File: config.mk
export PLATFORM = sky130hd
export DESIGN_NAME = drfd_ctrl
export DESIGN_NICKNAME = d
export VERILOG_FILES = /design/src/hw/rtl/dram_region_fault_detector_top_macros.svh /design/src/hw/rtl/drfd_pkg.sv /design/src/hw/rtl/drfd_ctrl.sv
export SDC_FILE = /design/constraint.sdc
export NUM_CORES = 1
export LEC_CHECK = 0
export BUFFER_PORTS_ARGS = -buffer_cell sky130_fd_sc_hd__buf_4
export CORE_AREA = 2 2 39 41
export DETAILED_ROUTE_END_ITERATION = 7
export DIE_AREA = 0 0 41 43
export PLACE_DENSITY = 0.55
export SLEW_MARGIN = 0
export SYNTH_ARGS = -nofsm -noshare
export SYNTH_HDL_FRONTEND = slang
export SYNTH_SLANG_ARGS = --single-unit
File: constraint.sdc
create_clock -name clk -period 1.7 [get_ports clk]
set_input_delay 0.425 -clock clk [delete_from_list [all_inputs] [get_ports clk]]
set_output_delay 0.425 -clock clk [all_outputs]
set_load 0.03 [all_outputs]
File: src/hw/rtl/dram_region_fault_detector_top_macros.svh
// Assertion macros shared by the DRAM region fault detector RTL.
// No dependencies; included by the files that carry assertions.
`ifndef DRAM_REGION_FAULT_DETECTOR_TOP_MACROS_SVH
`define DRAM_REGION_FAULT_DETECTOR_TOP_MACROS_SVH

// Checks that a property holds at every clock edge outside reset.
`define DRFD_ASSERT(label, clk, rst_n, prop, msg) \
  label: assert property (@(posedge clk) disable iff (!rst_n) (prop)) else $error(msg);

// Checks that a condition implies a consequence in the same cycle.
`define DRFD_ASSERT_IMP(label, clk, rst_n, ante, cons, msg) \
  label: assert property (@(posedge clk) disable iff (!rst_n) (ante) |-> (cons)) else $error(msg);

`endif

File: src/hw/rtl/drfd_pkg.sv
// Types and constants of the DRAM region fault detector.
// No dependencies; used by the controller, datapath and top level.
package drfd_pkg;

  localparam int LOC_W     = 30;
  localparam int TIME_W    = 41;
  localparam int STAMP_W   = 40;
  localparam int ROW_W     = 18;
  localparam int CHAN_W    = 4;
  localparam int RANK_W    = 3;
  localparam int BANK_W    = 5;
  localparam int CNT_W     = 7;
  localparam int SPAN_W    = 8;
  localparam int TWIN_W    = 20;
  localparam int CFG_IDX_W = 2;
  localparam int CFG_DAT_W = 20;

  localparam logic [CFG_IDX_W-1:0] CFG_ROW_SPAN    = 2'd0;
  localparam logic [CFG_IDX_W-1:0] CFG_MIN_ERRORS  = 2'd1;
  localparam logic [CFG_IDX_W-1:0] CFG_TIME_WINDOW = 2'd2;

  localparam logic [SPAN_W-1:0] ROW_SPAN_RST    = 8'd8;
  localparam logic [CNT_W-1:0]  MIN_ERRORS_RST  = 7'd3;
  localparam logic [TWIN_W-1:0] TIME_WINDOW_RST = 20'd3600;

  typedef enum logic [2:0] {
    S_LOAD,
    S_RD_I,
    S_CAP_I,
    S_SCAN_J,
    S_DIFF,
    S_DECIDE,
    S_FINISH
  } state_t;

  typedef struct packed {
    logic ld;
    logic cap_i;
    logic chk_j;
    logic calc_diff;
    logic take;
    logic emit;
    logic emit_last;
    logic next_i;
    logic clear_run;
  } ctl_cmd_t;

  typedef struct packed {
    logic i_end;
    logic j_end;
    logic loc_match;
    logic det;
    logic pend_valid;
    logic out_free;
  } ctl_sts_t;

endpackage

File: src/hw/rtl/drfd_ctrl.sv
// Sequencer of the DRAM region fault detector: load, window scan and emit.
// Depends on drfd_pkg for the state, command and status types.
module drfd_ctrl (
  input  logic               clk,
  input  logic               rst_n,
  input  logic               in_valid,
  input  logic               in_final_record,
  output logic               in_stall,
  output drfd_pkg::ctl_cmd_t cmd,
  input  drfd_pkg::ctl_sts_t sts
);
  import drfd_pkg::*;

  state_t state_r;
  state_t state_nxt;
  logic   dec_wait;

  assign dec_wait = sts.det && sts.pend_valid && !sts.out_free;

  always_ff @(posedge clk) begin
    if (!rst_n) begin
      state_r <= S_LOAD;
    end else begin
      state_r <= state_nxt;
    end
  end

  always_comb begin
    state_nxt = state_r;
    unique case (state_r)
      S_LOAD: begin
        if (in_valid && in_final_record) state_nxt = S_RD_I;
      end
      S_RD_I:   state_nxt = S_CAP_I;
      S_CAP_I:  state_nxt = sts.i_end ? S_DIFF : S_SCAN_J;
      S_SCAN_J: begin
        if (!sts.loc_match || sts.j_end) state_nxt = S_DIFF;
      end
      S_DIFF:   state_nxt = S_DECIDE;
      S_DECIDE: begin
        if (!dec_wait) state_nxt = sts.i_end ? S_FINISH : S_RD_I;
      end
      S_FINISH: begin
        if (sts.out_free) state_nxt = S_LOAD;
      end
      default:  state_nxt = S_LOAD;
    endcase
  end

  always_comb begin
    cmd      = '0;
    in_stall = 1'b1;
    unique case (state_r)
      S_LOAD: begin
        in_stall = 1'b0;
        cmd.ld   = in_valid;
      end
      S_RD_I:   cmd = '0;
      S_CAP_I:  cmd.cap_i = 1'b1;
      S_SCAN_J: cmd.chk_j = 1'b1;
      S_DIFF:   cmd.calc_diff = 1'b1;
      S_DECIDE: begin
        if (!dec_wait) begin
          cmd.take   = sts.det;
          cmd.emit   = sts.det && sts.pend_valid;
          cmd.next_i = 1'b1;
        end
      end
      S_FINISH: begin
        if (sts.out_free) begin
          cmd.emit      = 1'b1;
          cmd.emit_last = 1'b1;
          cmd.clear_run = 1'b1;
        end
      end
      default:  cmd = '0;
    endcase
  end

endmodule

==> metrics.txt, run 1 <==
status=complete, no violations; Distinct cells, synth=26; element type at the critical path end=primary output; pre-CTS setup slack=0.1712 ns; final hold vios=0; Antenna diodes=0; Top Registers=state_r (3); largest register by flop count=state_r; Internal=0.3192 mW; Seq pwr share=0.223; share of the yosys chip area belonging to registers=0.1600; Tcrit/Tclk final=0.9724; CTS buffer count=3; GRT Util Overall=0.1132; reg2reg path depth=5; antenna-violating nets left=0; WS Path Type=reg2out; TritonCTS clock tree=built; layout cells sized above 1=0.5441; relative slew slack=0.8209; initial antenna violation count=0; Clk pwr share=0.242; Detailed Place HPWL=632.4 um; fin cells=84; Largest register FFs=3; post-synth net total=57; VDD IR max=0.4120 mV; # hold bufs at CTS=0; Worst path slowest cell=or3_4; first-pass iteration count of the detailed router=4; M3 GR Usage=0.03141; Avg Vias per Cell=4.643; Leak=0.2421 nW; yosys warns=0; initial drt markers=4; GR peak layer=met1; Final #Nets=79; Syn Inst Count=47; Area Overhead vs Synth=53.67%; Row Count=14; worst-path cell chain=or3_4, nor2_2, buf_6; Critical Path Source=state_r[1]; GR Util met1=0.1693; worst r2r dst=state_r[0]; Initial Util=0.2712; final setup fails=0; die area=1763 um^2; Max Fclk=604.9 MHz; Sw Share=0.3780; critical path data arrival time=1.23 ns; routability cong.=0.6700; Vias=390; port bufs=19; Root Driver=clkbuf_4; post-route minimum period=1.653 ns; mapped cell area=375.4 um^2; flip-flop and latch count after synthesis=3; Num Clock Sinks=3; DIE HEIGHT=43 um; register area=71.32 um^2; core area=1384 um^2; largest net degree at the start of global routing=12; Worst Hold Slack=0.4328 ns; Design Power=0.5132 mW; Worst Path Required=1.27 ns; hold_sp=rst_n; die width=41 um; # fillers=150; vias in the first global route=313; global route total overflow=0; H-tree depth=1; drt total wl=860 um; drt wl/cell=10.24 um; most common cell after layout, fill and taps aside=buf_4; max-slew violations=0; worst skew pair latency=0.23 ns; Ports=20; max-cap violations=0; footprint of the multi-input gates=286.5 um^2; clk buf depth=2; PnR worst setup slack=0.04694 ns; crit path to=cmd[8]; Placed Cells=78; Psw=0.1940 mW; CP Launch Type=flop; Hold Crit Class=in2reg; met2 usage=0.1313; clk slew on worst S/H paths=0.04 ns; Pwr Density=889.7 nW/um^2; DRC viols=0; Avg Inst Size Synth=7.986 um^2; reg-to-reg startpoint=state_r[1]; Comb pwr share=0.535; slew at the pin closest to its max-slew limit=0.2667 ns; clock skew=0.002594 ns; CP Max Fanout=9; reg-to-reg slack, setup=0.21 ns; crit-path max cell delay=0.40 ns; global-route wire length before repair=1.338 mm; total negative slack=0 ns
critical path: cells and delay by family, from the launching register on:
family / cells / cell delay, ns
buf+inv: 1 / 0.13
flops: 1 / 0.36
simple gates: 2 / 0.50
metrics by stage:
step,util,area [um^2]
floorplan,-,382.9
global placement,0.3734,516.7
detailed placement,0.3734,516.7
CTS,0.3951,546.8
global route,0.4168,576.8
finish,0.4168,576.8
per-layer routing:
layer / up-vias / share of wire
li1: 211 / -
met1: 172 / 0.44
met2: 7 / 0.51
met3: 0 / 0.047
met4: 0 / 0
met5: - / 0
synthesized netlist by cell type:
cell type	count	share of area
o21ai_0	2	0.027
o31a_1	1	0.023
or2b_4	1	0.030
o21a_1	3	0.060
buf_4	1	0.020
a21oi_1	1	0.013
nor2_1	6	0.060
o32a_2	1	0.030
dfxtp_1	3	0.16
buf_2	2	0.027
nand3b_1	3	0.060
a21oi_4	1	0.043
buf_6	1	0.030
nor3_1	3	0.040
nor2b_1	1	0.017
or2b_1	2	0.040
nor3_2	1	0.027
inv_1	3	0.030
o32ai_4	1	0.073
and2_1	2	0.033
nand2_1	2	0.020
or3_4	1	0.030
nand4b_1	1	0.023
o22a_1	2	0.047
nand2b_1	1	0.017
a21boi_1	1	0.020
logic make-up after synthesis:
family                 after synthesis  synth area share
AOI/OAI and AO/OA                   13            0.3367
and+or+nand+nor                     24            0.3967
DFF                                  3            0.1600
buffers and inverters                7            0.1067
power by group through the flow:
| stage | logic, mW | clock network, mW | registers, mW |
|---|---|---|---|
| floorplan | 0.209 | 0 | 0.0873 |
| global placement | 0.248 | 0 | 0.111 |
| detailed placement | 0.247 | 0 | 0.112 |
| CTS | 0.248 | 0.131 | 0.114 |
| global route | 0.293 | 0.139 | 0.119 |
| finish | 0.274 | 0.124 | 0.115 |
worst min-delay path by stage:
stage | end | slack [ns] | cells after the start
after detailed placement | state_r[1] | 0.60 | 2
after global placement | state_r[1] | 0.59 | 2
final | state_r[2] | 0.43 | 2
after floorplan | state_r[2] | 0.54 | 1
after CTS | state_r[2] | 0.42 | 2
after global routing | state_r[2] | 0.44 | 2
repair_timing:
action,4_1_cts,5_1_grt
setup endpoints to repair,6,5
resized for setup,3,5
setup buffers,0,2
pin swaps,0,2
area by class of cell:
class                   count  area share
inverters                   3     0.01952
multi-input cells          37      0.4967
flip-flops and latches      3      0.1236
well taps                  16     0.03471
repair buffers             21      0.2798
clock buffers               4     0.04555
(Power assumes the default switching activity.)
==> inputs of run 2 (changes only) <==
--- a/config.mk
+++ b/config.mk
@@ -5,7 +5,7 @@
 export SDC_FILE = /design/constraint.sdc
 export NUM_CORES = 1
 export LEC_CHECK = 0
-export BUFFER_PORTS_ARGS = -buffer_cell sky130_fd_sc_hd__buf_4
+export BUFFER_PORTS_ARGS = -buffer_cell sky130_fd_sc_hd__buf_2
 export CORE_AREA = 2 2 39 41
 export DETAILED_ROUTE_END_ITERATION = 7
 export DIE_AREA = 0 0 41 43
==> metrics.txt, run 2 (synthesized netlist as in run 1, its figures left out) <==
status=complete, no violations; Max Fclk=601.3 MHz (-0.60%); postcts setup bufs=0 (unchanged); Detailed Place HPWL=642.1 um (+1.5%); WS Path Type=reg2out; Row Count=14 (unchanged); post-route minimum period=1.663 ns (+0.009924 ns); Tcrit/Tclk final=0.9782 (+0.005837); core area=1384 um^2 (unchanged); Psw=0.1951 mW (+0.61%); initial antenna violation count=0 (unchanged); Internal=0.3005 mW (-5.9%); CP Max Fanout=7 (-2); most frequent cells in the layout=buf_2 (16), buf_4 (4); Avg Vias per Cell=4.560 (-1.8%); Largest register FFs=3 (unchanged); most common cell after layout, fill and taps aside=buf_2; footprint of the multi-input gates=287.8 um^2 (+0.44%); die width=41 um (unchanged); relative slew slack=0.7992 (-0.02168); max-slew violations=0 (unchanged); Num Clock Sinks=3 (unchanged); slew at the pin closest to its max-slew limit=0.2989 ns (+0.03226 ns); Root Driver=clkbuf_4; largest register by flop count=state_r; final hold vios=0 (unchanged); Final #Nets=79 (unchanged); Vias=383 (-1.8%); max-cap violations=0 (unchanged); final setup fails=0 (unchanged); Pwr Density=925.6 nW/um^2 (+4.0%); Area Overhead vs Synth=42.67%; Worst Path Required=1.27 ns (about the same); vias in the first global route=290 (-7.3%); Design Power=0.4957 mW (-3.4%); port bufs=19 (unchanged); routability cong.=0.6618 (-1.2%); Leak=0.2354 nW (-2.8%); fin area=535.5 um^2 (-7.2%); layout cells sized above 1=0.5294 (-0.01471); register area=68.82 um^2 (-3.5%); VDD IR max=0.4025 mV (-2.3%); CP Launch Type=flop; Antenna diodes=0 (unchanged); global-route wire length before repair=1.138 mm (-15%); Ports=20 (unchanged); RSZ-0062 raised after global routing=yes; CTS buffer count=3 (unchanged); Top Registers=state_r (3); Comb pwr share=0.533 (-0.002); drt total wl=832 um (-3.3%); Sw Share=0.3937 (+0.01572); die area=1763 um^2 (unchanged); antenna-violating nets left=0 (unchanged); # fillers=160 (+6.7%); H-tree depth=1 (unchanged); DIE HEIGHT=43 um (unchanged); GRT Util Overall=0.09820 (-0.01503); initial drt markers=1 (-3); first-pass iteration count of the detailed router=3 (-1); critical path data arrival time=1.24 ns (about the same); worst skew pair latency=0.23 ns (about the same); Clk pwr share=0.250 (+0.008); Seq pwr share=0.217 (-0.006); Hold Crit Class=in2reg; largest net degree at the start of global routing=11 (-1); global route total overflow=0 (unchanged); Cell Area, Placed=484.2 um^2 (-6.3%); Initial Util=0.2712 (unchanged); drt wl/cell=9.905 um (-3.3%); clk slew on worst S/H paths=0.04 ns (about the same); clock skew=0.0009928 ns (-0.001601 ns); DRC viols=0 (unchanged); TritonCTS clock tree=built; clk buf depth=2 (unchanged); element type at the critical path end=primary output
run 2: final timing paths:
path                   start         end  slack [ns]  cells after the start
setup reg to reg  state_r[1]  state_r[0]        0.32                      4
hold / removal         rst_n  state_r[2]        0.44                      2
setup / recovery  state_r[1]      cmd[5]        0.04                      4
hold reg to reg   state_r[1]  state_r[1]        0.53                      2
run 2: area by class of cell:
class / count / share of cell area
Clock buffer: 4 / 0.04907
Multi-Input combinational cell: 37 / 0.5374
Sequential cell: 3 / 0.1285
Inverter: 3 / 0.02103
Tap cell: 16 / 0.03738
Timing Repair Buffer: 21 / 0.2266
run 2: power groups by stage:
stage | clock [mW] | sequential, mW | combinational, mW
after global placement | 0 | 0.105 | 0.250
after CTS | 0.135 | 0.106 | 0.264
after global routing | 0.138 | 0.110 | 0.282
final | 0.124 | 0.108 | 0.264
after detailed placement | 0 | 0.105 | 0.250
after floorplan | 0 | 0.0873 | 0.209
run 2: per-stage QoR:
stage	setup slack [ns]	instances	setup TNS (ns)	utilization	hold WS [ns]
after detailed placement	0.1636	80	0	0.3499	0.5565
after CTS	0.002020	84	0	0.3816	0.4295
after global routing	-0.003399	84	-0.003399	0.3870	0.4345
after floorplan	0.005661	47	0	-	0.5427
final	0.03702	84	0	0.3870	0.4422
after global placement	0.1840	80	0	0.3499	0.5635
run 2: worst max-delay path, stage by stage, from the launching register on:
cell and delay, ns:
dfxtp_4 0.35, buf_4 0.14, or2b_1 0.25, nor2_1 0.10, buf_4 0.16
run 2: repair_timing:
item,in CTS,in global routing
setup endpoints to repair,7,5
gates resized for setup,7,5
hold buffers,0,0
pin swaps,0,1
run 2: routing by layer:
metal | vias to the layer above | GRT usage | part of all wire
met4 | 0 | 0.06000 | 0
met2 | 5 | 0.1469 | 0.51
met1 | 171 | 0.1150 | 0.44
li1 | 207 | - | -
met3 | 0 | 0.03141 | 0.044
met5 | - | 0 | 0
==> inputs of run 3 (changes only) <==
--- a/config.mk
+++ b/config.mk
@@ -9,6 +9,7 @@
 export CORE_AREA = 2 2 39 41
 export DETAILED_ROUTE_END_ITERATION = 7
 export DIE_AREA = 0 0 41 43
+export GPL_TIMING_DRIVEN = 0
 export PLACE_DENSITY = 0.55
 export SLEW_MARGIN = 0
 export SYNTH_ARGS = -nofsm -noshare
==> metrics.txt, run 3 (synthesized netlist as in run 1, its figures left out) <==
status=complete, no violations; die width=41 um (unchanged); Detailed Place HPWL=624.8 um (-2.7%); Psw=0.2043 mW (+4.7%); max-cap violations=0 (unchanged); largest register by flop count=state_r; Num Clock Sinks=3 (unchanged); Largest register FFs=3 (unchanged); CTS buffer count=3 (unchanged); Ports=20 (unchanged); die area=1763 um^2 (unchanged); H-tree depth=1 (unchanged); VDD IR max=0.3740 mV (-7.1%); # hold bufs at CTS=0 (unchanged); worst skew pair latency=0.23 ns (about the same); CP Max Fanout=5 (-2); largest net degree at the start of global routing=11 (unchanged); TritonCTS clock tree=built; Hold Crit Class=in2reg; clock skew=0.001813 ns (+0.0008206 ns); relative slew slack=0.8288 (+0.02966); PnR worst setup slack=0.01841 ns (-0.01861 ns); first-pass iteration count of the detailed router=2 (-1); most frequent cells in the layout=buf_2 (15), buf_4 (7), buf_6 (5); core area=1384 um^2 (unchanged); Pwr Density=900.5 nW/um^2 (-2.7%); Top Family by Delay on Critical Path=simple AND/OR/NAND/NOR gates; pre-CTS setup slack=0.1186 ns (-0.04504 ns); Worst Path Required=1.27 ns (about the same); initial drt markers=3 (+2); RSZ-0062 raised after global routing=yes; drt wl/cell=9.011 um (-9.0%); most common cell after layout, fill and taps aside=buf_2; CP Launch Type=flop; Seq pwr share=0.174 (-0.043); final setup fails=0 (unchanged); Avg Vias per Cell=4.389 (-3.7%); # fillers=155 (-3.1%); Row Count=14 (unchanged); critical path data arrival time=1.26 ns (+0.02 ns); Root Driver=clkbuf_4; global route total overflow=0 (unchanged); max-slew violations=0 (unchanged); GRT Util Overall=0.08717 (-0.01102); Top Registers=state_r (3); Vias=395 (+3.1%); Clk pwr share=0.231 (-0.019); routability cong.=0.6887 (+4.1%); Tcrit/Tclk final=0.9892 (+0.01094); Max Fclk=594.7 MHz (-1.1%); antenna-violating nets left=0 (unchanged); slew at the pin closest to its max-slew limit=0.2567 ns (-0.04219 ns); DRC viols=0 (unchanged); Initial Util=0.2712 (unchanged); crit-path max cell delay=0.31 ns (-0.04 ns); global-route wire length before repair=1.062 mm (-6.7%); Antenna diodes=0 (unchanged); initial antenna violation count=0 (unchanged); port bufs=19 (unchanged); DIE HEIGHT=43 um (unchanged); clk buf depth=2 (unchanged); Comb pwr share=0.595 (+0.062); Area Overhead vs Synth=60.00%; Leak=0.2675 nW (+14%); Final #Nets=85 (+7.6%); clk slew on worst S/H paths=0.04 ns (about the same); worst-path cell chain=buf_6, or2b_4, nor2_4, buf_6, buf_6; final hold vios=0 (unchanged); layout cells sized above 1=0.5676 (+0.03816); element type at the critical path end=primary output; drt total wl=811 um (-2.5%); vias in the first global route=285 (-1.7%); Sw Share=0.3778 (-0.01588); Worst path slowest cell=dfxtp_2; CP bufs+invs=3 (+1); cell mode on critical path=buf_6; Final Core Density=0.4340 (+0.04702); WS Path Type=reg2out; Internal=0.3365 mW (+12%); post-route minimum period=1.682 ns (+0.01861 ns)
-- run 3: worst reg2reg max path, cell delays in order, from the launching register on --
cell and delay [ns]:
dfxtp_1 0.30, buf_6 0.12, or3_4 0.35, buf_4 0.15, o32ai_4 0.12, nor3_2 0.07, o31a_1 0.28
-- run 3: area by class of cell --
type | count | area (um^2) | area share
repair buffers | 24 | 150.1 | 0.2500
clock buffers | 4 | 26.28 | 0.04375
multi-input cells | 37 | 296.5 | 0.4937
flip-flops and latches | 3 | 62.56 | 0.1042
well taps | 16 | 20.02 | 0.03333
plain buffers | 3 | 33.78 | 0.05625
inverters | 3 | 11.26 | 0.01875
-- run 3: worst paths after layout --
kind	to	cells after the start	slack, ns	from
setup / recovery	cmd[2]	5	0.02	state_r[0]
setup reg to reg	state_r[0]	6	0.18	state_r[1]
hold / removal	state_r[0]	2	0.45	rst_n
hold reg to reg	state_r[1]	2	0.67	state_r[2]
-- run 3: power groups by stage --
stage / logic [mW] / clock network (mW) / registers, mW
6_report: 0.322 / 0.125 / 0.0940
5_1_grt: 0.344 / 0.138 / 0.0945
4_1_cts: 0.310 / 0.133 / 0.0943
3_5_place_dp: 0.264 / 0 / 0.0882
3_3_place_gp: 0.265 / 0 / 0.0876
2_1_floorplan: 0.209 / 0 / 0.0873
-- run 3: through the flow --
stage	hold WS (ns)	setup TNS, ns	total power [mW]	area (um^2)	std cells
after floorplan	0.5427	0	0.2967	382.9	47
after global placement	0.6531	0	0.3524	498.0	82
after detailed placement	0.6483	0	0.3523	498.0	82
after CTS	0.4399	0	0.5381	584.3	89
after global routing	0.4413	-0.07370	0.5765	600.6	90
final	0.4502	0	0.5408	600.6	90
-- run 3: timing repair --
item	CTS	global route
setup buffers	4	1
pin swaps	3	1
endpoints found under the setup margin	6	5
gates resized for setup	14	2
-- run 3: per-layer routing --
layer / vias to the layer above / GRT usage / wire length (um) / part of all wire
met5: - / 0 / 0 / 0
met4: 0 / 0.06000 / 0 / 0
met3: 0 / 0.01571 / 23 / 0.028
met2: 5 / 0.1375 / 404 / 0.50
met1: 173 / 0.09904 / 383 / 0.47
li1: 217 / - / - / -
